## config.mk

```make
export PLATFORM = sky130hd
export DESIGN_NAME = message_bus_frame_deframer_flat
export DESIGN_NICKNAME = d
export VERILOG_FILES = /design/src/rtl/mbfd_pkg.sv /design/src/rtl/mbfd_in_if.sv /design/src/rtl/mbfd_out_if.sv /design/src/rtl/message_bus_frame_deframer.sv /design/src/flat_wrapper.sv
export SDC_FILE = /design/constraint.sdc
export NUM_CORES = 1
export LEC_CHECK = 0
export ABC_CLOCK_PERIOD_IN_PS = 4500
export BUFFER_PORTS_ARGS = -buffer_cell sky130_fd_sc_hd__buf_2
export CAP_MARGIN = 40
export CORE_UTILIZATION = 53
export CTS_CLUSTER_DIAMETER = 40
export CTS_CLUSTER_SIZE = 20
export DETAILED_ROUTE_END_ITERATION = 7
export GPL_TIMING_DRIVEN = 0
export PLACE_DENSITY = 0.82
export SLEW_MARGIN = 20
export SYNTH_ARGS = -nofsm -noshare
export SYNTH_HDL_FRONTEND = slang
export SYNTH_SLANG_ARGS = --single-unit
```

## constraint.sdc

```tcl
create_clock -name i_clk -period 4.5 [get_ports i_clk]
set_input_delay 0.45 -clock i_clk [delete_from_list [all_inputs] [get_ports i_clk]]
set_output_delay 0.45 -clock i_clk [all_outputs]
set_load 0.1 [all_outputs]
```

## src/rtl/mbfd_pkg.sv

```systemverilog
// ============================================================================
// mbfd_pkg
// Shared types, constants and helper functions of the message-bus deframer.
// ============================================================================
package mbfd_pkg;

    localparam int POS_W  = 34;
    localparam int LEN_W  = 32;
    localparam int IDX_W  = 3;
    localparam int KIND_W = 3;

    // Number of header fields that follow the fixed header.
    localparam logic [IDX_W-1:0] PARAM_COUNT = 3'd4;

    localparam logic [POS_W-1:0] BODY_RCV_MAX = {POS_W{1'b1}};

    typedef enum logic [2:0] {
        PH_HDR   = 3'd0,
        PH_PHDR  = 3'd1,
        PH_PDATA = 3'd2,
        PH_SIG   = 3'd3,
        PH_BODY  = 3'd4
    } t_phase;

    typedef enum logic [KIND_W-1:0] {
        KIND_SERIAL    = 3'd0,
        KIND_PATH      = 3'd1,
        KIND_DEST      = 3'd2,
        KIND_INTERFACE = 3'd3,
        KIND_METHOD    = 3'd4,
        KIND_SIGNATURE = 3'd5,
        KIND_UNKNOWN   = 3'd6,
        KIND_BODY      = 3'd7
    } t_kind;

    localparam logic [7:0] CODE_PATH      = 8'd1;
    localparam logic [7:0] CODE_INTERFACE = 8'd2;
    localparam logic [7:0] CODE_METHOD    = 8'd3;
    localparam logic [7:0] CODE_DEST      = 8'd6;
    localparam logic [7:0] CODE_SIGNATURE = 8'd9;

    function automatic t_kind kind_of_code(input logic [7:0] code);
        t_kind k;
        unique case (code)
            CODE_PATH:      k = KIND_PATH;
            CODE_DEST:      k = KIND_DEST;
            CODE_INTERFACE: k = KIND_INTERFACE;
            CODE_METHOD:    k = KIND_METHOD;
            CODE_SIGNATURE: k = KIND_SIGNATURE;
            default:        k = KIND_UNKNOWN;
        endcase
        return k;
    endfunction

    // Round up to the next multiple of eight.
    function automatic logic [POS_W-1:0] round8(input logic [POS_W-1:0] v);
        logic [POS_W-1:0] s;
        s = v + POS_W'(7);
        return {s[POS_W-1:3], 3'b000};
    endfunction

endpackage

```

## src/rtl/mbfd_in_if.sv

```systemverilog
// ============================================================================
// mbfd_in_if
// Byte stream channel into the deframer: valid, ready and one raw byte.
// ============================================================================
interface mbfd_in_if;
    logic       valid;
    logic       ready;
    logic [7:0] data_byte;

    modport source (output valid, output data_byte, input ready);
    modport sink   (input valid, input data_byte, output ready);
endinterface

```

## src/rtl/mbfd_out_if.sv

```systemverilog
// ============================================================================
// mbfd_out_if
// Tagged content byte channel out of the deframer.
// ============================================================================
interface mbfd_out_if;
    logic       valid;
    logic       ready;
    logic [2:0] field_kind;
    logic [7:0] content_byte;
    logic       field_last;
    logic       message_end;

    modport source (output valid, output field_kind, output content_byte,
                    output field_last, output message_end, input ready);
    modport sink   (input valid, input field_kind, input content_byte,
                    input field_last, input message_end, output ready);
endinterface

```

## src/rtl/message_bus_frame_deframer.sv

```systemverilog
// ============================================================================
// message_bus_frame_deframer
// Walks a message-bus frame one byte at a time and passes on the content
// bytes of the serial, header fields and body strings, tagged by field.
// ============================================================================
//
//  Channel  Dir  Payload                                         Transfer
//  i_in     in   data_byte[7:0]                                  valid & ready
//  o_out    out  field_kind[2:0] content_byte[7:0]               valid & ready
//                field_last message_end
//
//  The phase and counters update in the cycle of the input transfer and the
//  result lands in the output register, so one byte per cycle is sustained
//  while the output is not stalled; the 34-bit position add and compare
//  sets the cycle time. Input is taken while the output register is empty
//  or being drained. Synchronous reset returns the block to the start of a
//  header; there is no clearing pass.
//
module message_bus_frame_deframer
    import mbfd_pkg::*;
(
    input  logic              i_clk,
    input  logic              i_rst_n,
    mbfd_in_if.sink           i_in,
    mbfd_out_if.source        o_out
);

    t_phase             r_phase, n_phase;
    logic [POS_W-1:0]   r_pos, n_pos;
    logic [LEN_W-1:0]   r_body_len, n_body_len;
    logic [POS_W-1:0]   r_span, n_span;
    logic [IDX_W-1:0]   r_idx, n_idx;
    t_kind              r_kind, n_kind;
    logic [POS_W-1:0]   r_body_rcv, n_body_rcv;
    logic               r_in_string, n_in_string;

    logic               r_out_valid;
    t_kind              r_out_kind;
    logic [7:0]         r_out_byte;
    logic               r_out_last;
    logic               r_out_end;

    logic               accept;
    logic               emit;
    t_kind              res_kind;
    logic               res_last;
    logic               res_end;
    logic [7:0]         b;
    logic [4:0]         byte_sh;
    logic [POS_W-1:0]   pos_inc;
    logic [POS_W-1:0]   span_w;
    logic [IDX_W-1:0]   idx_inc;

    assign b       = i_in.data_byte;
    assign accept  = i_in.valid && i_in.ready;
    assign pos_inc = r_pos + POS_W'(1);
    assign idx_inc = r_idx + IDX_W'(1);
    // Little-endian length bytes sit at positions 4 to 7.
    assign byte_sh = {r_pos[1:0], 3'b000};

    always_comb begin
        n_phase     = r_phase;
        n_pos       = r_pos;
        n_body_len  = r_body_len;
        n_span      = r_span;
        n_idx       = r_idx;
        n_kind      = r_kind;
        n_body_rcv  = r_body_rcv;
        n_in_string = r_in_string;
        emit        = 1'b0;
        res_kind    = KIND_SERIAL;
        res_last    = 1'b0;
        res_end     = 1'b0;
        span_w      = r_span;

        unique case (r_phase)
            PH_HDR: begin
                if (r_pos >= POS_W'(4) && r_pos <= POS_W'(7)) begin
                    if (r_pos == POS_W'(4)) begin
                        n_body_len = LEN_W'(b);
                    end else begin
                        n_body_len = r_body_len | (LEN_W'(b) << byte_sh);
                    end
                end
                if (r_pos >= POS_W'(8) && r_pos <= POS_W'(11)) begin
                    emit     = 1'b1;
                    res_kind = KIND_SERIAL;
                    res_last = (r_pos == POS_W'(11));
                end
                n_pos = pos_inc;
                if (pos_inc >= POS_W'(16)) begin
                    n_phase = PH_PHDR;
                    n_pos   = '0;
                    n_idx   = '0;
                end
            end
            PH_PHDR: begin
                if (r_pos == '0) begin
                    n_kind = kind_of_code(b);
                end
                if (r_pos >= POS_W'(4) && r_pos <= POS_W'(7)) begin
                    if (r_pos == POS_W'(4)) begin
                        span_w = POS_W'(b);
                    end else begin
                        span_w = r_span | (POS_W'(b) << byte_sh);
                    end
                end
                n_span = span_w;
                n_pos  = pos_inc;
                if (pos_inc >= POS_W'(8)) begin
                    // Content is the length plus its nul, padded to eight.
                    n_span  = round8(span_w + POS_W'(1));
                    n_phase = PH_PDATA;
                    n_pos   = '0;
                end
            end
            PH_PDATA: begin
                emit     = 1'b1;
                res_kind = r_kind;
                if (pos_inc >= r_span) begin
                    res_last = 1'b1;
                    n_idx    = idx_inc;
                    n_pos    = '0;
                    if (idx_inc >= PARAM_COUNT) begin
                        if (r_body_len != '0) begin
                            n_phase = PH_SIG;
                        end else begin
                            res_end = 1'b1;
                            n_phase = PH_HDR;
                        end
                    end else begin
                        n_phase = PH_PHDR;
                    end
                end else begin
                    n_pos = pos_inc;
                end
            end
            PH_SIG: begin
                if (r_pos == POS_W'(4)) begin
                    n_span = round8(POS_W'(b) + POS_W'(6));
                end
                if (r_pos >= POS_W'(4) && pos_inc >= n_span) begin
                    n_phase     = PH_BODY;
                    n_pos       = '0;
                    n_body_rcv  = '0;
                    n_in_string = 1'b0;
                end else begin
                    n_pos = pos_inc;
                end
            end
            PH_BODY: begin
                if (r_body_rcv < BODY_RCV_MAX) begin
                    n_body_rcv = r_body_rcv + POS_W'(1);
                end
                if (!r_in_string) begin
                    // Skip the four-byte string prefix.
                    n_pos = pos_inc;
                    if (pos_inc >= POS_W'(4)) begin
                        n_in_string = 1'b1;
                        n_pos       = '0;
                    end
                end else begin
                    emit     = 1'b1;
                    res_kind = KIND_BODY;
                    if (b == 8'd0) begin
                        n_in_string = 1'b0;
                        n_pos       = '0;
                        if (n_body_rcv >= POS_W'(r_body_len)) begin
                            res_last = 1'b1;
                            res_end  = 1'b1;
                            n_phase  = PH_HDR;
                        end
                    end
                end
            end
            default: begin
                n_phase = PH_HDR;
                n_pos   = '0;
            end
        endcase
    end

    always_ff @(posedge i_clk) begin
        if (!i_rst_n) begin
            r_phase     <= PH_HDR;
            r_pos       <= '0;
            r_body_len  <= '0;
            r_span      <= '0;
            r_idx       <= '0;
            r_kind      <= KIND_SERIAL;
            r_body_rcv  <= '0;
            r_in_string <= 1'b0;
        end else if (accept) begin
            r_phase     <= n_phase;
            r_pos       <= n_pos;
            r_body_len  <= n_body_len;
            r_span      <= n_span;
            r_idx       <= n_idx;
            r_kind      <= n_kind;
            r_body_rcv  <= n_body_rcv;
            r_in_string <= n_in_string;
        end
    end

    // Output register: reloaded by each input transfer, full only for a content byte; emptied by a transfer out.
    always_ff @(posedge i_clk) begin
        if (!i_rst_n) begin
            r_out_valid <= 1'b0;
        end else if (accept) begin
            r_out_valid <= emit;
        end else if (o_out.ready) begin
            r_out_valid <= 1'b0;
        end
    end

    always_ff @(posedge i_clk) begin
        if (accept && emit) begin
            r_out_kind <= res_kind;
            r_out_byte <= b;
            r_out_last <= res_last;
            r_out_end  <= res_end;
        end
    end

    assign i_in.ready         = !r_out_valid || o_out.ready;
    assign o_out.valid        = r_out_valid;
    assign o_out.field_kind   = r_out_kind;
    assign o_out.content_byte = r_out_byte;
    assign o_out.field_last   = r_out_last;
    assign o_out.message_end  = r_out_end;

    // The end of a message always closes the field it belongs to.
    a_end_is_last: assert property (@(posedge i_clk) disable iff (!i_rst_n)
        o_out.valid && o_out.message_end |-> o_out.field_last)
        else $error("message end without field last");

    // After the final byte of a message the walker waits for a new header.
    a_end_to_header: assert property (@(posedge i_clk) disable iff (!i_rst_n)
        accept && emit && res_end |=> r_phase == PH_HDR && r_pos == '0)
        else $error("message end did not return to header");

    // Serial bytes never end a message.
    a_serial_no_end: assert property (@(posedge i_clk) disable iff (!i_rst_n)
        o_out.valid && o_out.field_kind == KIND_SERIAL |-> !o_out.message_end)
        else $error("serial byte flagged as message end");

    // Header field walk stays within the configured field count.
    a_idx_range: assert property (@(posedge i_clk) disable iff (!i_rst_n)
        r_phase == PH_PHDR || r_phase == PH_PDATA |-> r_idx < PARAM_COUNT)
        else $error("field index out of range");

endmodule
```

## src/flat_wrapper.sv

```systemverilog
// flat-port wrapper written by rule: the top's interface ports become plain ports
module message_bus_frame_deframer_flat import mbfd_pkg::*;
  (i_clk, i_rst_n, i_in_valid, i_in_data_byte, i_in_ready, o_out_valid, o_out_field_kind, o_out_content_byte, o_out_field_last, o_out_message_end, o_out_ready);
  mbfd_in_if i_in_i ();
  mbfd_out_if o_out_i ();
  input  logic i_clk;
  input  logic i_rst_n;
  input wire logic [$bits(i_in_i.valid)-1:0] i_in_valid;
  input wire logic [$bits(i_in_i.data_byte)-1:0] i_in_data_byte;
  output wire logic [$bits(i_in_i.ready)-1:0] i_in_ready;
  output wire logic [$bits(o_out_i.valid)-1:0] o_out_valid;
  output wire logic [$bits(o_out_i.field_kind)-1:0] o_out_field_kind;
  output wire logic [$bits(o_out_i.content_byte)-1:0] o_out_content_byte;
  output wire logic [$bits(o_out_i.field_last)-1:0] o_out_field_last;
  output wire logic [$bits(o_out_i.message_end)-1:0] o_out_message_end;
  input wire logic [$bits(o_out_i.ready)-1:0] o_out_ready;
  assign i_in_i.valid = i_in_valid;
  assign i_in_i.data_byte = i_in_data_byte;
  assign i_in_ready = i_in_i.ready;
  assign o_out_valid = o_out_i.valid;
  assign o_out_field_kind = o_out_i.field_kind;
  assign o_out_content_byte = o_out_i.content_byte;
  assign o_out_field_last = o_out_i.field_last;
  assign o_out_message_end = o_out_i.message_end;
  assign o_out_i.ready = o_out_ready;
  message_bus_frame_deframer u_core (.i_clk(i_clk), .i_rst_n(i_rst_n), .i_in(i_in_i), .o_out(o_out_i));
endmodule
```

==> metrics.txt, run 1 <==
# IOs=27; status=finished with violations; PortBufs=26; Yosys cell types=90; endpoints failing setup=74; Primary FF master, synth=dfxtp_1; DIE HEIGHT=155 um; worst r2r src=u_core.r_pos[15]; CTS buffer count=17; clock group share of total power=41.8%; Cells on Worst Hold Path=1; largest net degree at the start of global routing=19; Slew @ Worst Pin=1.02 ns; diode count=0; combinational power share=18.3%; power density over the cells=227 nW/um^2; wire length per cell=23.4 um; CP Launch Type=register; die footprint=24,000 um^2; clk slew on worst S/H paths=0.07 ns; Max Cap Viol=0; post-synthesis sequential area ratio=26.6%; initial antenna violation count=0; Row Count=55; Post-synth EDFFs=13; fraction of layout cells with a size suffix above 1=26.0%; Slew HR=32.0%; first-pass GRT wire length=70.4 mm; Post-Syn Area per Cell=7.69 um^2; met2 GRT Util=61.2%; dpl cell area=13,000 um^2; asr flop ratio synth=0%; Leak=6.25 nW; WP data required=4.86 ns; Final Cycle Share=111%; Hold Crit Class=input pin to register; grt total ovfl=0; violated checks=DRC, setup timing; WHS Endpoint=u_core.o_out.content_byte[6]; Max FO, Critical Path=6; final hold violation count=0; dominant cell type by area after synthesis=dfxtp_1; count leader, synth=nor2_1; sequential power share=39.9%; Root Driver=clkbuf_16; critical path class=register to register; final non-filler cell area=15,800 um^2; Worst R2R Path Depth=19; worst reg2reg endpoint=u_core.r_pos[21]; vias post-DR=13,900; Syn Nets=1,731; drt first pass iters=8; Post-Syn Area=12,400 um^2; CTS tree=yes; Initial Utilization=54.4%; Max Freq=201 MHz; total track usage=38.0%; largest cells by area after synthesis=dfxtp_1 (23%), ha_1 (11%), nor2_1 (5.7%), a21oi_1 (5.4%), nand2_1 (4.4%); fin util=69.6%; setup slack, reg-to-reg=-0.48 ns; post-route ant nets=0; Synth Register Bits=158; Slew Limit Fails=0; sw frac=33.2%; Internal Power=2.40 mW; Clk Latency, worst-skew pair=0.46 ns; vias in the first global route=12,900; post-detail-place hpwl=30.5 mm; Fill cells=1,618; minimum clock period after layout=4.98 ns; core area=22,800 um^2; total routed wirelength=48.4 mm; CTS sink cnt=158; hold-fix buffers at CTS=0; Die Width=155 um; Yosys top cell area share=23.4%; skew final=0.0239 ns; GP Congestion=1.03; Worst Min Path Start=i_in_data_byte[6]; violation count after the first detailed-route iteration=2,015; vias per std cell=6.74; Worst VDD drop=0.000221 V; Nets=1,863; Gate Count Post-Synth=1,611; Setup WS post-layout=-0.475 ns; setup_tns=-21.82 ns; htree depth=4; element type at the critical path end=register; Net Sw Power=1.19 mW; Critical Path AT=5.33 ns; DRC viols=1; GR peak layer=met2; RSZ-0062 raised after global routing=true; Area Growth Syn to Fin=27.8%; GR Layer Usage met1=43.4%; CTS Buffer Depth=2; met3 Track Usage GR=10.3%; YS warnings=0; most frequent cells after synthesis=nor2_1 (188), nand2_1 (146), dfxtp_1 (145)
cells in the final DEF (no fill, tap or decap), types with 9 or more instances in the layout:
cell type | Yosys | final
a21oi_1 | 134 | 110
mux2i_1 | 17 | 17
nand3_1 | 52 | 44
dfxtp_1 | 145 | 118
a22oi_1 | 48 | 17
a21oi_2 | 2 | 23
buf_6 | 4 | 25
or3_1 | 14 | 9
buf_4 | 3 | 81
clkbuf_16 | 0 | 23
and3_1 | 20 | 17
inv_1 | 91 | 88
and2_1 | 22 | 19
nor3_1 | 37 | 30
or2_2 | 13 | 9
dfxtp_2 | 0 | 13
ha_1 | 108 | 94
a21o_1 | 46 | 46
ha_4 | 0 | 13
edfxtp_1 | 13 | 13
dfxtp_4 | 0 | 14
a22oi_2 | 0 | 31
nand4_1 | 56 | 56
o21ai_2 | 0 | 17
clkbuf_1 | 77 | 47
a31oi_1 | 12 | 12
nand2_1 | 146 | 134
o21ai_0 | 53 | 35
buf_2 | 14 | 35
nor2_1 | 188 | 179
xnor2_1 | 58 | 51
nor4_1 | 26 | 20
xor2_1 | 34 | 30
cell type report:
cell class / instances / area (um^2) / share of cell area, %
Buffer: 85 / 602 / 3.80
Clock buffer: 17 / 425 / 2.69
Clock inverter: 15 / 166 / 1.05
Inverter: 91 / 345 / 2.18
Multi-Input combinational cell: 1259 / 9490 / 59.9
Sequential cell: 158 / 3360 / 21.2
Tap cell: 313 / 392 / 2.47
Timing Repair Buffer: 131 / 1060 / 6.72
registers in the layout, indices dropped and copies added (netlist names):
| register | count |
|---|---|
| u_core.o_out.content_byte | 8 |
| u_core.o_out.field_kind | 3 |
| u_core.o_out.field_last | 1 |
| u_core.o_out.message_end | 1 |
| u_core.o_out.valid | 1 |
| u_core.r_body_len | 32 |
| u_core.r_body_rcv | 34 |
| u_core.r_idx | 3 |
| u_core.r_in_string | 1 |
| u_core.r_kind | 3 |
| u_core.r_phase | 3 |
| u_core.r_pos | 34 |
| u_core.r_span | 34 |
worst max path at each step:
| stage | start | endpoint | slack (ns) |
|---|---|---|---|
| 3_5_place_dp | u_core.r_pos[8] | u_core.r_body_rcv[16] | -2.00 |
| 3_3_place_gp | u_core.r_pos[8] | u_core.r_body_rcv[13] | -1.97 |
| 6_report | u_core.r_pos[15] | u_core.r_pos[21] | -0.48 |
| 2_1_floorplan | u_core.r_pos[4] | u_core.r_phase[2] | 0.01 |
| 5_1_grt | u_core.r_pos[12] | u_core.r_pos[11] | -0.55 |
| 4_1_cts | u_core.r_pos[6] | u_core.r_pos[9] | -0.29 |
worst max-delay path, stage by stage, from the launching register on:
cell      delay (ns)
dfxtp_1         0.49
and3_1          0.26
nand4_1         0.17
buf_6           0.19
or4_4           0.55
and2_4          0.19
or2_4           0.28
ha_1            0.33
a21oi_1         0.17
nor2b_1         0.06
o21ai_0         0.19
a21oi_1         0.11
o31ai_2         0.53
and3_4          0.35
a211oi_4        0.05
buf_4           0.16
a21oi_4         0.34
buf_6           0.22
a22oi_2         0.07
nor2_1          0.17
through the flow:
step                      hold slack, ns  total power [mW]  setup WS, ns  std cells
after floorplan                    0.445              1.74        0.0110       1611
after global placement             0.453              1.89         -1.97       1950
after detailed placement           0.466              1.89         -2.00       1951
after CTS                          0.185              3.49        -0.286       2040
after global routing               0.201              3.66        -0.547       2069
final                              0.195              3.59        -0.475       2069
power by group through the flow:
stage,Clock [mW],Sequential [mW],Combinational [mW]
after floorplan,0,1.47,0.272
after global placement,0,1.47,0.419
after detailed placement,0,1.47,0.425
after CTS,1.48,1.43,0.575
after global routing,1.55,1.43,0.678
final,1.50,1.43,0.659
cells by family after synthesis:
group | Yosys count | synth area share (%)
muxes | 20 | 1.65
adders and majority gates | 108 | 10.9
DFF | 158 | 26.6
xor gates and xnor gates | 92 | 6.50
AOI/OAI and AO/OA | 395 | 21.4
and+or+nand+nor | 644 | 26.6
buffers and inverters | 194 | 6.35
repair_timing:
item	4_1_cts	5_1_grt
pin swaps	111	73
buffers inserted	62	34
cloned	5	0
resized for setup	272	108
setup endpoints to repair	88	77
routing by layer:
metal / wire length (um) / vias to the layer above
met5: 0 / -
met4: 3980 / 0
met3: 5490 / 318
met2: 21500 / 1029
met1: 17500 / 6511
li1: - / 6091
Power figures use the tool's default switching activity.
==> run 2, diff against run 1 <==
--- a/config.mk
+++ b/config.mk
@@ -5,6 +5,7 @@
 export SDC_FILE = /design/constraint.sdc
 export NUM_CORES = 1
 export LEC_CHECK = 0
+export ABC_AREA = 1
 export ABC_CLOCK_PERIOD_IN_PS = 4500
 export BUFFER_PORTS_ARGS = -buffer_cell sky130_fd_sc_hd__buf_2
 export CAP_MARGIN = 40
==> metrics.txt, run 2 <==
Area Growth Syn to Fin=10.5%; clock group share of total power=40.7% (-1.1 points); CTS buffer count=17 (unchanged); DRC viols=0 (-1); Synth Register Bits=158 (unchanged); vias per std cell=5.84 (-13%); Syn Nets=2,384 (+38%); critical path class=register to register; Gate Count Post-Synth=2,264 (+41%); Multi-input gate area=8960 um^2 (-5.6%); total routed wirelength=47.3 mm (-2.2%); hold-fix buffers at CTS=0 (unchanged); Fill cells=2,422 (+50%); fraction of layout cells with a size suffix above 1=6.06% (-20 points); most frequent cells after synthesis=nand2_1 (729), nor2_1 (281), inv_1 (275); Worst R2R Path Depth=16 (-3); DIE HEIGHT=161 um (+4.0%); Hold Crit Class=input pin to register; Slew Limit Fails=0 (unchanged); Yosys top cell area share=21.6% (-1.8 points); endpoints failing setup=0 (-100%); YS warnings=0 (unchanged); sequential power share=39.5% (-0.4 points); worst hold margin=0.259 ns (+0.0644 ns); WP data required=4.81 ns (-0.05 ns); Die Width=161 um (+4.0%); Post-Syn Area per Cell=5.93 um^2 (-23%); Leak=6.66 nW (+6.6%); Yosys cell types=47 (-48%); CP Launch Type=register; Post-Syn Area=13,400 um^2 (+8.3%); Primary FF master, synth=dfxtp_1; biggest regs=u_core.r_body_rcv: 34 flops, u_core.r_pos: 34 flops, u_core.r_span: 34 flops; Cells on Worst Hold Path=1 (unchanged); Final Cycle Share=95.5% (-15 points); CTS tree=yes; skew final=0.0190 ns (-0.00491 ns); worst r2r src=u_core.r_pos[2]; PortBufs=26 (unchanged); htree depth=4 (unchanged); GP Congestion=1.02 (-1.4%); core area=24,600 um^2 (+8.0%); CTS sink cnt=158 (unchanged); drt first pass iters=6 (-2); total track usage=36.4% (-1.6 points); Max Freq=233 MHz (+16%); RSZ-0062 raised after global routing=true; final hold violation count=0 (unchanged); Internal Power=2.41 mW (+0.22%); CTS Buffer Depth=2 (unchanged); power density over the cells=250 nW/um^2 (+10%); WHS Endpoint=u_core.o_out.content_byte[2]; Worst Min Path Start=i_in_data_byte[2]; fin cells=2,650 (+28%); # IOs=27 (unchanged); diode count=0 (unchanged); Root Driver=clkbuf_16; clk slew on worst S/H paths=0.08 ns (about the same); Max FO, Critical Path=10 (+4); Post-synth EDFFs=13 (unchanged); setup slack, reg-to-reg=0.20 ns (+0.68 ns); Row Count=57 (+3.6%); vias in the first global route=13,800 (+6.7%); Worst VDD drop=0.000192 V (-13%); count leader, synth=nand2_1; Slew @ Worst Pin=0.881 ns (-0.140 ns); most frequent cells in the layout=nand2_1 (723), inv_1 (274), nor2_1 (270), a21oi_1 (227), nand3_1 (144); asr flop ratio synth=0% (unchanged); Nets=2,433 (+31%); Max Cap Viol=0 (unchanged); vias post-DR=15,500 (+11%); first-pass GRT wire length=73.6 mm (+4.6%); largest cells by area after synthesis=dfxtp_1 (22%), nand2_1 (20%), ha_1 (10%), a21oi_1 (8.5%), nor2_1 (7.9%); element type at the critical path end=register; Register Area=3300 um^2 (-1.8%); dominant cell type by area after synthesis=dfxtp_1; grt total ovfl=0 (unchanged); post-detail-place hpwl=38.2 mm (+25%); commonest non-fill, non-tap cell in the layout=nand2_1; largest net degree at the start of global routing=20 (+1); Net Sw Power=1.30 mW (+8.7%); minimum clock period after layout=4.30 ns (-0.680 ns); worst reg2reg endpoint=u_core.r_pos[7]; Initial Utilization=54.6% (+0.14 points); Clk Latency, worst-skew pair=0.46 ns (about the same); Critical Path AT=4.60 ns (-0.73 ns); setup_tns=0 ns (+21.82 ns); post-route ant nets=0 (unchanged); wire length per cell=17.9 um (-24%); initial antenna violation count=0 (unchanged); die footprint=26,000 um^2 (+8.2%); violation count after the first detailed-route iteration=2,054 (+1.9%); sw frac=35.0% (+1.8 points); post-synthesis sequential area ratio=24.5% (-2.0 points); Slew HR=41.3% (+9.3 points); combinational power share=19.8% (+1.5 points); status=complete, no violations; Inst Count DP=2,614 (+34%)
[run 2: changes by cell type after synthesis, sizes merged, moves of 20 or more]
cell,previous run,this run
nor2,188,294
nand3,56,148
a21oi,136,227
clkbuf,77,50
and2,24,0
nand2,146,733
inv,91,278
xnor2,58,6
and3,21,1
a22oi,48,2
a21o,46,1
[run 2: kinds of logic (layout without fill, tap and decap cells)]
kind of cell | Yosys count | count (layout) | synth area share, %
adders and majority gates | 108 | 108 | 10.1
AOI/OAI and AO/OA | 323 | 323 | 13.0
and+or+nand+nor | 1281 | 1281 | 39.6
xor gates and xnor gates | 45 | 45 | 2.94
DFF | 158 | 158 | 24.5
muxes | 1 | 1 | 0.0746
buffers and inverters | 348 | 410 | 9.86
[run 2: critical path, cell delays in order (launching register included)]
cell and delay, ns:
dfxtp_1 0.32, buf_2 0.24, buf_1 0.35, clkbuf_1 0.55, xor2_1 0.28, ha_1 0.34, nand2_1 0.07, nor4_1 0.47
nand2_1 0.14, or3_1 0.44, nand4_1 0.17, nand2_1 0.12, nor2_2 0.15, nand3_2 0.15, buf_4 0.21, nand2_1 0.08
a21oi_1 0.07
[run 2: timing repair]
| action | 4_1_cts | 5_1_grt |
|---|---|---|
| pin swaps | 0 | 5 |
| resized for setup | 37 | 46 |
| endpoints found under the setup margin | 74 | 75 |
| buffers inserted | 1 | 3 |
[run 2: how the worst max path moves through the flow]
stage	start	to	slack, ns	cells after the start
2_1_floorplan	u_core.r_pos[0]	u_core.r_body_rcv[21]	0.51	25
3_3_place_gp	u_core.r_pos[0]	u_core.r_body_rcv[31]	-1.47	27
3_5_place_dp	u_core.r_pos[0]	u_core.r_body_rcv[4]	-1.46	27
4_1_cts	u_core.r_pos[0]	u_core.r_body_rcv[3]	0.007	28
5_1_grt	u_core.r_body_rcv[0]	u_core.r_phase[1]	-0.01	28
6_report	u_core.r_pos[2]	u_core.r_pos[7]	0.20	16
[run 2: per-layer routing]
layer  part of all wire (%)  track usage [%]
met4                    3.1             12.2
met5                      0                0
met3                     12             7.52
met1                     43             51.8
met2                     42             54.2
[run 2: final cells by class]
type                            instances  area share, %
Multi-Input combinational cell       1758           60.3
Sequential cell                       158           22.2
Inverter                              284           7.33
Clock buffer                           19           3.06
Tap cell                              324           2.73
Buffer                                 63           2.25
Timing Repair Buffer                   31           1.11
Clock inverter                         13          0.927
[run 2: through the flow]
stage | power, mW | instance area [um^2] | worst slack, ns | util (%)
global placement | 2.15 | 14000 | -1.47 | 56.7
floorplan | 1.96 | 13400 | 0.509 | -
finish | 3.70 | 14800 | 0.205 | 60.3
CTS | 3.65 | 14700 | 0.00651 | 59.6
global route | 3.82 | 14800 | -0.0143 | 60.3
detailed placement | 2.16 | 14000 | -1.46 | 56.7
[run 2: power by group through the flow]
stage / registers (mW) / logic [mW] / clock network, mW
2_1_floorplan: 1.53 / 0.429 / 0
3_3_place_gp: 1.49 / 0.660 / 0
3_5_place_dp: 1.49 / 0.671 / 0
4_1_cts: 1.46 / 0.687 / 1.50
5_1_grt: 1.47 / 0.788 / 1.56
6_report: 1.46 / 0.733 / 1.51
